<file path="src/hdl/smi_pkg.sv">
// shared types, widths and saturation helper for the small matrix inverse block
package smi_pkg;

	localparam int EW      = 32;   // element width
	localparam int NLANE   = 9;    // one lane per matrix element
	localparam int COF_W   = 64;   // exact 2x2 minor
	localparam int TERM_W  = 96;   // element times minor
	localparam int DSUM_W  = 98;   // sum of three terms
	localparam int DMAG_W  = 97;   // determinant magnitude
	localparam int QW      = 32;   // quotient bits resolved by the divider
	localparam int DIV_W   = 130;  // divider remainder, covers fraction widths up to 33 bits
	localparam int DIV_LAT = QW + 1;

	typedef logic signed [EW-1:0] elem_t;

	typedef enum logic [1:0] {
		OP_INV     = 2'd0,
		OP_COF     = 2'd1,
		OP_DET     = 2'd2,
		OP_DET_ALT = 2'd3
	} op_t;

	typedef enum logic [1:0] {
		ST_OK   = 2'd0,
		ST_SING = 2'd1,
		ST_SAT  = 2'd2
	} status_t;

	typedef struct packed {
		logic          sat;
		logic [EW-1:0] val;
	} satv_t;

	typedef struct packed {
		op_t           op;
		logic          dzero;
		satv_t         det;
	} ctrl_t;

	// magnitude and sign to a saturated 32-bit two's complement value
	function automatic satv_t sat_q32(input logic neg, input logic [DIV_W-1:0] mag);
		satv_t            r;
		logic [DIV_W-1:0] lim;
		lim   = neg ? DIV_W'(33'h080000000) : DIV_W'(33'h07fffffff);
		r.sat = mag > lim;
		if (r.sat) begin
			r.val = neg ? 32'h80000000 : 32'h7fffffff;
		end else begin
			r.val = neg ? (~mag[EW-1:0] + 32'd1) : mag[EW-1:0];
		end
		return r;
	endfunction

endpackage

</file>
<file path="src/hdl/smi_merge.sv">
// merges lane results by opcode, sets status and holds the output item
module smi_merge #(
	parameter int DIM = 3
) (
	input  logic                   clk,
	input  logic                   arst_n,
	input  logic                   en,
	input  logic                   in_valid,
	input  smi_pkg::ctrl_t         ctrl,
	input  smi_pkg::satv_t         div_res [smi_pkg::NLANE],
	input  smi_pkg::satv_t         byp_res [smi_pkg::NLANE],
	output logic                   out_valid,
	output smi_pkg::elem_t         out_r [smi_pkg::NLANE],
	output smi_pkg::elem_t         out_det,
	output smi_pkg::status_t       out_status
);
	logic              valid_q;
	smi_pkg::elem_t    r_q [smi_pkg::NLANE];
	smi_pkg::elem_t    det_q;
	smi_pkg::status_t  status_q;

	smi_pkg::elem_t    r_c [smi_pkg::NLANE];
	smi_pkg::elem_t    det_c;
	smi_pkg::status_t  status_c;

	always_comb begin
		logic cof_mode, inv_mode, sing, any_sat;
		cof_mode = (ctrl.op == smi_pkg::OP_COF);
		// dimension one turns the cofactor request into the reciprocal
		inv_mode = (ctrl.op == smi_pkg::OP_INV) || (cof_mode && DIM == 1);
		sing     = (inv_mode || !cof_mode) && ctrl.dzero;
		any_sat  = ctrl.det.sat;
		for (int i = 0; i < 3; i++) begin
			for (int j = 0; j < 3; j++) begin
				r_c[i*3+j] = '0;
				if (i < DIM && j < DIM && !sing) begin
					if (inv_mode) begin
						r_c[i*3+j] = div_res[i*3+j].val;
						any_sat    = any_sat | div_res[i*3+j].sat;
					end else if (cof_mode) begin
						r_c[i*3+j] = byp_res[i*3+j].val;
						any_sat    = any_sat | byp_res[i*3+j].sat;
					end
				end
			end
		end
		det_c = sing ? '0 : ctrl.det.val;
		if (sing) begin
			status_c = smi_pkg::ST_SING;
		end else if (any_sat) begin
			status_c = smi_pkg::ST_SAT;
		end else begin
			status_c = smi_pkg::ST_OK;
		end
	end

	always_ff @(posedge clk or negedge arst_n) begin
		if (!arst_n) begin
			valid_q <= 1'b0;
		end else if (en) begin
			valid_q <= in_valid;
		end
	end

	always_ff @(posedge clk) begin
		if (en) begin
			for (int k = 0; k < smi_pkg::NLANE; k++) r_q[k] <= r_c[k];
			det_q    <= det_c;
			status_q <= status_c;
		end
	end

	assign out_valid  = valid_q;
	assign out_det    = det_q;
	assign out_status = status_q;
	always_comb begin
		for (int k = 0; k < smi_pkg::NLANE; k++) out_r[k] = r_q[k];
	end

endmodule

</file>
<file path="config.mk">
export PLATFORM = sky130hd
export DESIGN_NAME = smi_merge
export DESIGN_NICKNAME = d
export VERILOG_FILES = /design/src/hdl/smi_pkg.sv /design/src/hdl/smi_merge.sv
export SDC_FILE = /design/constraint.sdc
export NUM_CORES = 1
export LEC_CHECK = 0
export ABC_AREA = 0
export BUFFER_PORTS_ARGS = -buffer_cell sky130_fd_sc_hd__buf_2
export CORE_AREA = 2 2 374 376
export CTS_CLUSTER_SIZE = 30
export DETAILED_ROUTE_END_ITERATION = 16
export DIE_AREA = 0 0 376 378
export PLACE_DENSITY = 0.32
export SLEW_MARGIN = 20
export SYNTH_ARGS = -nofsm -noshare
export SYNTH_HDL_FRONTEND = slang
export SYNTH_SLANG_ARGS = --single-unit
export TNS_END_PERCENT = 1
</file>
<file path="constraint.sdc">
create_clock -name clk -period 1.5 [get_ports clk]
set_input_delay 0.15 -clock clk [delete_from_list [all_inputs] [get_ports clk]]
set_output_delay 0.15 -clock clk [all_outputs]
set_load 0.005 [all_outputs]
</file>
## Word-level counts from Yosys, hierarchy flattened

Memories as Yosys holds them, arrays and structs flattened.
Cells that the tools add are included.

- Output and inout bits: 323
- Bits in writable memories: 288
- Word-level logic and storage cells: 84
- Flip-flop bits (word level): 35
- Input port bits: 634
- Memories kept: 1

- Eq/ne operators: 1
- Bitwise gates (word level): 18
- Multiplexer cells: 57
- Reductions and logical operators: 4

Memory list:

| memory | words | width | rd ports | clocked after memory_dff | write ports | line | text |
|---|---|---|---|---|---|---|---|
| r_q | 9 | 32 | 9 | 0 | 9 | smi_merge.sv:18 | `smi_pkg::elem_t r_q [smi_pkg::NLANE];` |

Operators by type and width:

| operator | number |
|---|---|
| two-way mux 32 bit | 27 |
| two-way mux 1 bit | 29 |
| bitwise OR 1 bit | 18 |
| == test 2 x 1 -> 1 bit, second input constant | 1 |
| logical NOT 2 bit | 1 |
| two-way mux 2 bit | 1 |
| logical AND 1 bit | 1 |
| logical NOT 1 bit | 1 |
| logical OR 1 bit | 1 |

## Depth between registers and ports, before layout

Gate-level depths: netlist of the first run.

- Word-level depth: 38
- Gate-level depth with buffers: 5
- Depth with buffers taken out: 3

## Worst setup path before layout of the first run

OpenSTA, ideal clock, no wires.

- Kind: input to register
- Start point: in ctrl[34] (netlist bit)
- End point: mem r_q[0][231] (netlist bit), data pin
- Setup slack: 0.303 ns
- Setup time: 0.256 ns
- Arrival time: 0.941 ns
- Data required time: 1.244 ns
- Buffers on the path: 3
- Stages: 5
- Cells stage by stage: nor2b_1 buf_2 buf_2 buf_2 a22o_1

RTL lines:

| element | line | text |
|---|---|---|
| start, declared | smi_merge.sv:9 | `input smi_pkg::ctrl_t ctrl,` |
| end, declared | smi_merge.sv:18 |  |

==> impl_metrics.csv, run 1 <==
group,metric,value,unit
run_status,status,"finished with violations",
run_status,failed_checks,"negative setup slack",
worst_setup_path,timing_worst_setup_path_type,"input pin to flip-flop",
worst_setup_path,cpMostUsedCell,"buf_12",
clocking,clk_pin_slew,50,ps
drt,drt_pre_antenna_iters,5,
hold_path,whs_endpoint,"out_status[1]$_SDFFCE_PP0P_",
sta,hold_viol_final,0,
drt,via_per_inst,3.30,
sta,rsz0062_at_grt,"yes",
yosys,ys_ff_latch,323,
worst_setup_path,path_delay_family,"buffers and inverters",
layout,fill_cells,15100,
yosys,postSynthCellCount,725,
sta,tightest_slew,397,ps
drt,detail_route.drc_violations,0,
layout,seqCellArea,9690,sq um
worst_setup_path,timing.rr.end,"out_valid$_DFFE_PN0P_",
sta,fin_ws,-20.7,ps
layout,area_delta_synth_final,115,%
worst_setup_path,slowest_delay,560,ps
power,power_leakage,12.2,nW
drt,drtIter0Drc,573,
layout,fin_nets,2970,
worst_setup_path,crit_required,1820,ps
layout,multi_input_area,2830,sq um
clocking,clockBufferDepth,3,
power,powerDensity,945,nW/um^2
drt,wl,71600,um
layout,final_layout_size_suffix_gt1_share,45.8,%
place,io_buffers,956,
floorplanning,initial_core_util,9.37,%
worst_setup_path,crit_chain,"buf_2 > buf_4 > nor2b_4 > buf_12 > buf_12 > a22o_1 > dlygate4sd3_1",
worst_setup_path,r2r-start,"out_valid$_DFFE_PN0P_",
sta,whs,104,ps
sta,clock.fmax,658,MHz
drt,via_count,13800,
yosys,synth_fp_nets,1359,
hold_path,hold_path_depth,4,
place,hpwl,55200,um
clocking,cts-root-buf,"clkbuf_16",
drt,drtAntennaViolNets,0,
clocking,numCtsBuffers,44,
layout,final_common_cell,"buf_2",
layout,layout_common_cells,"buf_2, dlygate4sd3_1, edfxtp_1",
hold_path,hp-start,"byp_res[197]",
global_routing,grt.overflow.total,0,
clocking,htreeDepth,2,
worst_setup_path,critPathMaxFanout,47,
sta,fin_skew,0,ps
yosys,yosysUniqueCellTypes,20,
floorplanning,fp-row-count,137,
job,maxCapViolCount,0,
hold_path,hold_path.class,"input pin to flip-flop",
clocking,post-cts-setup-buffer-count,0,
yosys,netlist_area,13000,sq um
sta,slew_viol_final,0,
floorplanning,die_h,378,um
global_routing,grt_max_degree,59,
floorplanning,core_area,139000,sq um
global_routing,grt_pass1_vias,14700,
global_routing,antenna_found_initial,12,
sta,fin_crit,1520,ps
worst_setup_path,startpoint_type,"input pin",
clocking,numClockSinks,323,
place,gp_congestion,0.875,
worst_setup_path,arrival,1840,ps
sta,finalSetupViolations,12,
power,irDropWorstVdd,0.000642,V
yosys,avgSynthCellArea,17.9,sq um
drt,avgRoutedWirePerCell,17.1,um
place,dpl-instance-area,20300,sq um
clocking,cts_tree,"built",
sta,fin_crit_sh,101,%
yosys,yosys_warnings,0,
worst_setup_path,r2r_cells,1,
floorplanning,dieArea,142000,sq um
place,pre_cts_slack,-32.1,ps
yosys,ys_seq_area_share,74.7,%
floorplanning,ios,957,
global_routing,grt_pass1_wl,96700,um
clocking,clkLatencyLatePin,580,ps
global_routing,grt_util_all_layers,9.29,%
sta,relSlewSlack,73.5,%
worst_setup_path,critPathSlowestCell,"dlygate4sd3_1",
layout,final_cell_area,27900,sq um
floorplanning,die_x,376,um
worst_setup_path,path_buf_inv,5,
layout,fin_util,20.1,%
worst_setup_path,end_kind,"flip-flop",
worst_setup_path,r2r_setup_slack,750,ps
-- synthesized netlist by cell type --
| cell type | n | share of area [%] |
|---|---|---|
| a22o_1 | 288 | 19 |
| a31oi_1 | 2 | 0.096 |
| and2_1 | 32 | 1.5 |
| buf_2 | 32 | 1.2 |
| buf_4 | 3 | 0.17 |
| buf_6 | 22 | 1.9 |
| clkbuf_1 | 9 | 0.26 |
| dfrtp_1 | 1 | 0.19 |
| edfxtp_1 | 322 | 74 |
| inv_1 | 1 | 0.029 |
| mux2_2 | 1 | 0.087 |
| nand2_1 | 1 | 0.029 |
| nand2b_1 | 1 | 0.048 |
| nor2_1 | 2 | 0.058 |
| nor2_4 | 1 | 0.087 |
| nor2b_1 | 1 | 0.048 |
| nor3_1 | 2 | 0.077 |
| nor4_1 | 2 | 0.096 |
| o31a_1 | 1 | 0.067 |
| or2_1 | 1 | 0.048 |
-- power by group --
group	leakage [nW]	internal [mW]	switching, mW
Combinational	8.37	2.70	1.84
Sequential	3.10	10.8	0.283
Clock	0.688	6.49	4.24
Total	12.2	20.0	6.37
-- state kept, by name, indices dropped and copies added (netlist names) --
| register | flops |
|---|---|
| out_status | 2 |
| out_det | 32 |
| out_valid | 1 |
| r_q | 288 |
-- kinds of logic (layout without fill, tap and decap cells) --
kind of cell / after synthesis / in the layout / synth area share [%]
muxes: 1 / 1 / 0.0867
DFF: 323 / 323 / 74.7
AOI/OAI and AO/OA: 291 / 291 / 19.6
and+or+nand+nor: 43 / 43 / 2.03
buffers and inverters: 67 / 1710 / 3.60
other: 0 / 7 / 0
-- worst max-delay path by stage --
stage	from	to	cells after the start
2_1_floorplan	ctrl[34]	r_q[0][231]$_SDFFCE_PP0P_	5
3_3_place_gp	ctrl[35]	r_q[0][172]$_SDFFCE_PP0P_	6
3_5_place_dp	ctrl[35]	r_q[0][269]$_SDFFCE_PP0P_	6
4_1_cts	r_q[0][263]$_SDFFCE_PP0P_	out_r[7]	1
5_1_grt	r_q[0][263]$_SDFFCE_PP0P_	out_r[7]	1
6_report	ctrl[34]	r_q[0][197]$_SDFFCE_PP0P_	7
-- worst min-delay path, delay by kind of cell --
kind	cells	cell delay, ps
buf+inv	1	80
compound gates	2	290
simple gates	1	40
-- metal layers --
metal,vias to the layer above,wire length [um],track usage (%)
li1,6299,-,-
met1,6788,26200,9.91
met3,108,7590,4.07
met4,4,2390,3.59
met5,-,23,0
met2,612,35400,16.1
-- cell type report --
cell class / instances / area share [%]
timing repair buffer: 1631 / 41.8
sequential: 323 / 34.8
multi-input combinational: 335 / 10.1
tap: 1807 / 8.11
clock buffer: 55 / 4.17
clock inverter: 23 / 0.956
antenna: 7 / 0.0628
inverter: 1 / 0.0135
-- per-stage QoR --
stage	TNS (ps)	instances	power (mW)
after floorplan	0	725	12.0
after global placement	-23.2	3486	14.5
after detailed placement	-433	3486	14.5
after CTS	-236	4175	27.0
after global routing	-109	4181	27.6
final	-119	4182	26.4
-- repair_timing --
item,in CTS,in global routing
endpoints found under the setup margin,8,15
endpoints found under the hold margin,325,0
hold buffers,611,0
resized for setup,8,2
pin swaps,0,1
Power figures use the tool's default switching activity.
==> run 2, diff against run 1 <==
Clock period 1.5 ns to 1.88 ns, I/O delays scaled along.
==> run 2 against run 1 <==
  * The run now ends clean
  * Clock-buffer cell count decreased by 1
  * Core utilization hardly changed
  * Clock power shrank 22%
  * Worst setup slack gained 300 ps
  * Sequential power decreased by 20%
  * Critical path depth did not move
  * Clock skew stayed put
  * Sequential share of layout area barely moved
  * Routed wire length is essentially flat
  * Critical path type unchanged
==> impl_metrics.csv, run 2 (synthesis gave the netlist of run 1 again) <==
group,metric,value,unit
run_status,status,"finished clean",
sta,rsz0062_at_grt,"no",
drt,via_per_inst,3.30,
place,hpwl,54800,um
power,power_leakage,12.2,nW
floorplanning,die_h,378,um
power,power_frac_comb,17.4,%
worst_setup_path,timing.rr.end,"out_valid$_DFFE_PN0P_",
job,maxCapViolCount,0,
drt,drtAntennaViolNets,0,
power,p_sw,5.05,mW
worst_setup_path,r2r-start,"out_valid$_DFFE_PN0P_",
clocking,clk_pin_slew,60,ps
sta,fin_crit,1600,ps
layout,final-instance-count-excl-fill,4182,
hold_path,hold_path_depth,2,
clocking,numCtsBuffers,42,
layout,largest_register_ffs,288,
global_routing,grt_util_all_layers,9.30,%
worst_setup_path,r2r_cells,1,
floorplanning,dieArea,142000,sq um
sta,tightest_slew,384,ps
place,gp_congestion,0.901,
power,powerDensity,747,nW/um^2
drt,wl,71500,um
sta,fin_crit_sh,85.1,%
layout,layout_common_cells,"buf_2, dlygate4sd3_1, edfxtp_1",
hold_path,whs_endpoint,"r_q[0][199]$_SDFFCE_PP0P_",
worst_setup_path,r2r_setup_slack,1130,ps
drt,via_count,13800,
worst_setup_path,arrival,2040,ps
power,power_frac_clock,40.1,%
hold_path,hp-start,"div_res[73]",
global_routing,grt_pass1_vias,14500,
floorplanning,fp-row-count,137,
clocking,cts_tree,"built",
global_routing,antenna_found_initial,10,
global_routing,grt_max_degree,60,
layout,fin_util,20.1,%
layout,fill_cells,15100,
floorplanning,initial_core_util,9.37,%
clocking,htreeDepth,2,
worst_setup_path,slowest_delay,570,ps
layout,fin_nets,2971,
clocking,hold_buffers,612,
sta,slew_viol_final,0,
floorplanning,die_x,376,um
sta,hold_viol_final,0,
worst_setup_path,crit_required,2330,ps
sta,relSlewSlack,74.4,%
global_routing,grt_pass1_wl,96700,um
clocking,cts-root-buf,"clkbuf_16",
clocking,numClockSinks,323,
layout,top_register,"r_q",
clocking,clockBufferDepth,3,
sta,clock.fmax,625,MHz
power,swShare,24.2,%
clocking,clkLatencyLatePin,580,ps
worst_setup_path,startpoint_type,"input pin",
sta,fin_skew,0,ps
clocking,post-cts-setup-buffer-count,0,
layout,final_cell_area,27900,sq um
layout,area_delta_synth_final,115,%
power,seqPwrFrac,42.4,%
layout,final_layout_size_suffix_gt1_share,45.7,%
global_routing,grt.overflow.total,0,
worst_setup_path,end_kind,"flip-flop",
drt,drtIter0Drc,747,
sta,timing.setup.tns,0,ps
clocking,cts_resized,0,
worst_setup_path,critPathSlowestCell,"dlygate4sd3_1",
power,p_int,15.8,mW
hold_path,hold_path.class,"input pin to flip-flop",
sta,finalSetupViolations,0,
drt,drt_pre_antenna_iters,5,
power,irDropWorstVdd,0.000492,V
layout,final_common_cell,"buf_2",
place,dpl-instance-area,20400,sq um
drt,avgRoutedWirePerCell,17.1,um
floorplanning,ios,957,
place,placed_cells,3488,
worst_setup_path,cpMostUsedCell,"buf_12",
worst_setup_path,critPathMaxFanout,52,
worst_setup_path,timing_worst_setup_path_type,"input pin to flip-flop",
floorplanning,core_area,139000,sq um
place,io_buffers,956,
drt,detail_route.drc_violations,0,
worst_setup_path,crit_chain,"buf_2 > or2_1 > nor2_4 > buf_12 > buf_12 > a22o_1 > dlygate4sd3_1",
-- run 2: cell types whose count changed in the layout (fill, tap and decap cells not counted), sizes merged --
cell         before   now
buf            1020  1022
clkinv           13    16
diode             7     4
bufinv            6     5
clkbuf           55    54
inv               2     1
dlygate4sd3     611   612
-- run 2: power groups by stage --
stage               Clock [mW]  Sequential [mW]  Combinational, mW
finish                    8.37             8.85               3.63
global route              8.97             8.90               3.91
detailed placement           0             8.99               2.60
CTS                       8.78             8.85               3.66
floorplan                    0             8.99              0.557
global placement             0             9.00               2.60
-- run 2: per-stage QoR --
| step | power [mW] | setup slack (ps) | hold WS, ps |
|---|---|---|---|
| detailed placement | 11.6 | 232 | -32.1 |
| CTS | 21.3 | 241 | 2.74 |
| finish | 20.8 | 281 | 82.5 |
| global placement | 11.6 | 253 | -36.0 |
| global route | 21.8 | 260 | 21.6 |
| floorplan | 9.55 | 645 | -108 |
-- run 2: per-layer routing --
| metal | GRT usage [%] | share of wire [%] | vias to the layer above |
|---|---|---|---|
| li1 | - | - | 6304 |
| met3 | 3.83 | 10 | 98 |
| met5 | 0 | 0.017 | - |
| met1 | 9.94 | 36 | 6766 |
| met2 | 16.2 | 50 | 636 |
| met4 | 3.73 | 3.5 | 2 |
-- run 2: critical path: cells and delay by family --
family | cells | cell delay (ps)
buf+inv | 4 | 1170
simple gates | 2 | 430
compound gates | 1 | 140
-- run 2: worst max path at each step --
stage | depth (start not counted) | end | startpoint | slack [ps]
2_1_floorplan | 5 | r_q[0][231]$_SDFFCE_PP0P_ | ctrl[34] | 640
3_3_place_gp | 6 | r_q[0][252]$_SDFFCE_PP0P_ | ctrl[35] | 250
3_5_place_dp | 6 | r_q[0][252]$_SDFFCE_PP0P_ | ctrl[35] | 230
4_1_cts | 1 | out_r[7] | r_q[0][263]$_SDFFCE_PP0P_ | 240
5_1_grt | 1 | out_r[0] | r_q[0][256]$_SDFFCE_PP0P_ | 260
6_report | 7 | r_q[0][211]$_SDFFCE_PP0P_ | ctrl[35] | 280
-- run 2: cell type report --
class / instances / area, sq um / area share [%]
inverter: 1 / 3.75 / 0.0135
sequential: 323 / 9690 / 34.7
timing repair buffer: 1634 / 11700 / 41.9
tap: 1807 / 2260 / 8.10
multi-input combinational: 335 / 2830 / 10.1
antenna: 4 / 10.0 / 0.0359
clock buffer: 54 / 1160 / 4.16
clock inverter: 24 / 243 / 0.870
==> run 3, diff against run 2 <==
Settings changed: BUFFER_PORTS_ARGS -buffer_cell sky130_fd_sc_hd__buf_2 to unset, CORE_AREA 2 2 374 376 to 2 2 378 380, DIE_AREA 0 0 376 378 to 0 0 380 382, DONT_BUFFER_PORTS set to 1, PLACE_DENSITY 0.32 to 0.3.
==> run 3 against run 2 <==
  * The run now fails in clock tree synthesis
  * Synthesized area unchanged
  * Synthesized cell count is the same
==> impl_metrics.csv, run 3 <==
group,metric,value,unit
yosys,dominantRegCellSynth,"edfxtp_1",
clocking,htreeDepth,2,
floorplanning,die_x,380,um
run_status,status,"aborted with a tool error",
yosys,synth_edf_count,322,
run_status,haltStage,"clock tree synthesis",
yosys,postSynthCellCount,725,
yosys,synth_area_leaders,"edfxtp_1, a22o_1, buf_6, and2_1, buf_2",
floorplanning,die_h,382,um
floorplanning,ios,957,
yosys,synth_top_cells_by_count,"edfxtp_1, a22o_1, and2_1, buf_2, buf_6",
yosys,synth_fp_nets,1359,
yosys,synth_top_area_share,74.5,%
clocking,hold_buffers,529,
yosys,ys_seq_area_share,74.7,%
clocking,clockBufferDepth,3,
clocking,cts-root-buf,"clkbuf_16",
place,hpwl,41300,um
yosys,async_reset_ff_share,0.310,%
yosys,netlist_area,13000,sq um
floorplanning,initial_core_util,9.21,%
floorplanning,fp-row-count,138,
yosys,ys_ff_latch,323,
clocking,post-cts-setup-buffer-count,0,
yosys,yosysUniqueCellTypes,20,
yosys,yosys_warnings,0,
yosys,yosysMostFrequentCell,"edfxtp_1",
place,gp_congestion,0.860,
place,io_buffers,0,
clocking,numCtsBuffers,40,
clocking,cts_resized,0,
run_status,error_line,"[ERROR RSZ-0060] Max buffer count reached.",
yosys,yosysTopAreaCell,"edfxtp_1",
yosys,avgSynthCellArea,17.9,sq um
clocking,numClockSinks,323,
[run 3: cells by family after synthesis]
group / after synthesis / share of synthesized area (%)
flops: 323 / 74.7
compound gates: 291 / 19.6
buf+inv: 67 / 3.60
simple gates: 43 / 2.03
mux: 1 / 0.0867
[run 3: metrics by stage]
step,utilization (%),setup WS (ps),std cells,cell area [sq um]
2_1_floorplan,-,645,725,13000
3_3_place_gp,10.7,293,2566,15100
3_5_place_dp,10.7,258,2566,15100
==> run 4, diff against run 3 <==
Settings changed: CORE_AREA 2 2 378 380 to 2 2 370 372, CTS_CLUSTER_SIZE 30 to unset, DIE_AREA 0 0 380 382 to 0 0 372 374, PLACE_DENSITY 0.3 to unset, PLACE_DENSITY_LB_ADDON set to 0.15.
==> run 4 against run 3 <==
  * Synthesized cell count is the same
  * Synthesized area is the same
  * The run again fails in clock tree synthesis
==> impl_metrics.csv, run 4 <==
group,metric,value,unit
run_status,status,"aborted with a tool error",
run_status,haltStage,"clock tree synthesis",
run_status,error_line,"[ERROR RSZ-0060] Max buffer count reached.",
yosys,synth-adder-area-share,0,%
clocking,cts_resized,0,
yosys,synth_edf_count,322,
yosys,yosysTopAreaCell,"edfxtp_1",
yosys,yosys_warnings,0,
yosys,ys_seq_area_share,74.7,%
floorplanning,die_x,372,um
yosys,yosysUniqueCellTypes,20,
clocking,numClockSinks,323,
yosys,synth_area_leaders,"edfxtp_1, a22o_1, buf_6, and2_1, buf_2",
clocking,clockBufferDepth,3,
floorplanning,die_h,374,um
place,hpwl,48200,um
yosys,dominantRegCellSynth,"edfxtp_1",
floorplanning,ios,957,
yosys,yosysMostFrequentCell,"edfxtp_1",
floorplanning,fp-row-count,135,
yosys,synth_compound_area_share,19.6,%
clocking,htreeDepth,2,
yosys,async_reset_ff_share,0.310,%
floorplanning,initial_core_util,9.62,%
yosys,ys_ff_latch,323,
clocking,post-cts-setup-buffer-count,0,
place,io_buffers,0,
yosys,synth_top_cells_by_count,"edfxtp_1, a22o_1, and2_1, buf_2, buf_6",
clocking,numCtsBuffers,43,
yosys,synth_xor_area_share,0,%
place,dpl-instance-area,14900,sq um
yosys,netlist_area,13000,sq um
place,gp_congestion,0.998,
clocking,hold_buffers,506,
yosys,synthSimpleGateAreaFrac,2.03,%
yosys,postSynthCellCount,725,
clocking,cts-root-buf,"clkbuf_16",
yosys,synth_fp_nets,1359,
yosys,synthMuxAreaShare,0.0867,%
yosys,synth_top_family_by_area,"compound AO/OA/AOI/OAI gates",
yosys,avgSynthCellArea,17.9,sq um
yosys,synth_top_area_share,74.5,%
## run 4: cell counts after synthesis
Identical to the previous run, type by type.
## run 4: per-stage QoR
stage	hold slack, ps	instances	setup slack, ps
2_1_floorplan	-108	725	645
3_5_place_dp	-108	2453	127
3_3_place_gp	-108	2453	200
## run 4: logic make-up after synthesis
| group | Yosys count |
|---|---|
| flops | 323 |
| buf+inv | 67 |
| mux | 1 |
| simple gates | 43 |
| compound gates | 291 |
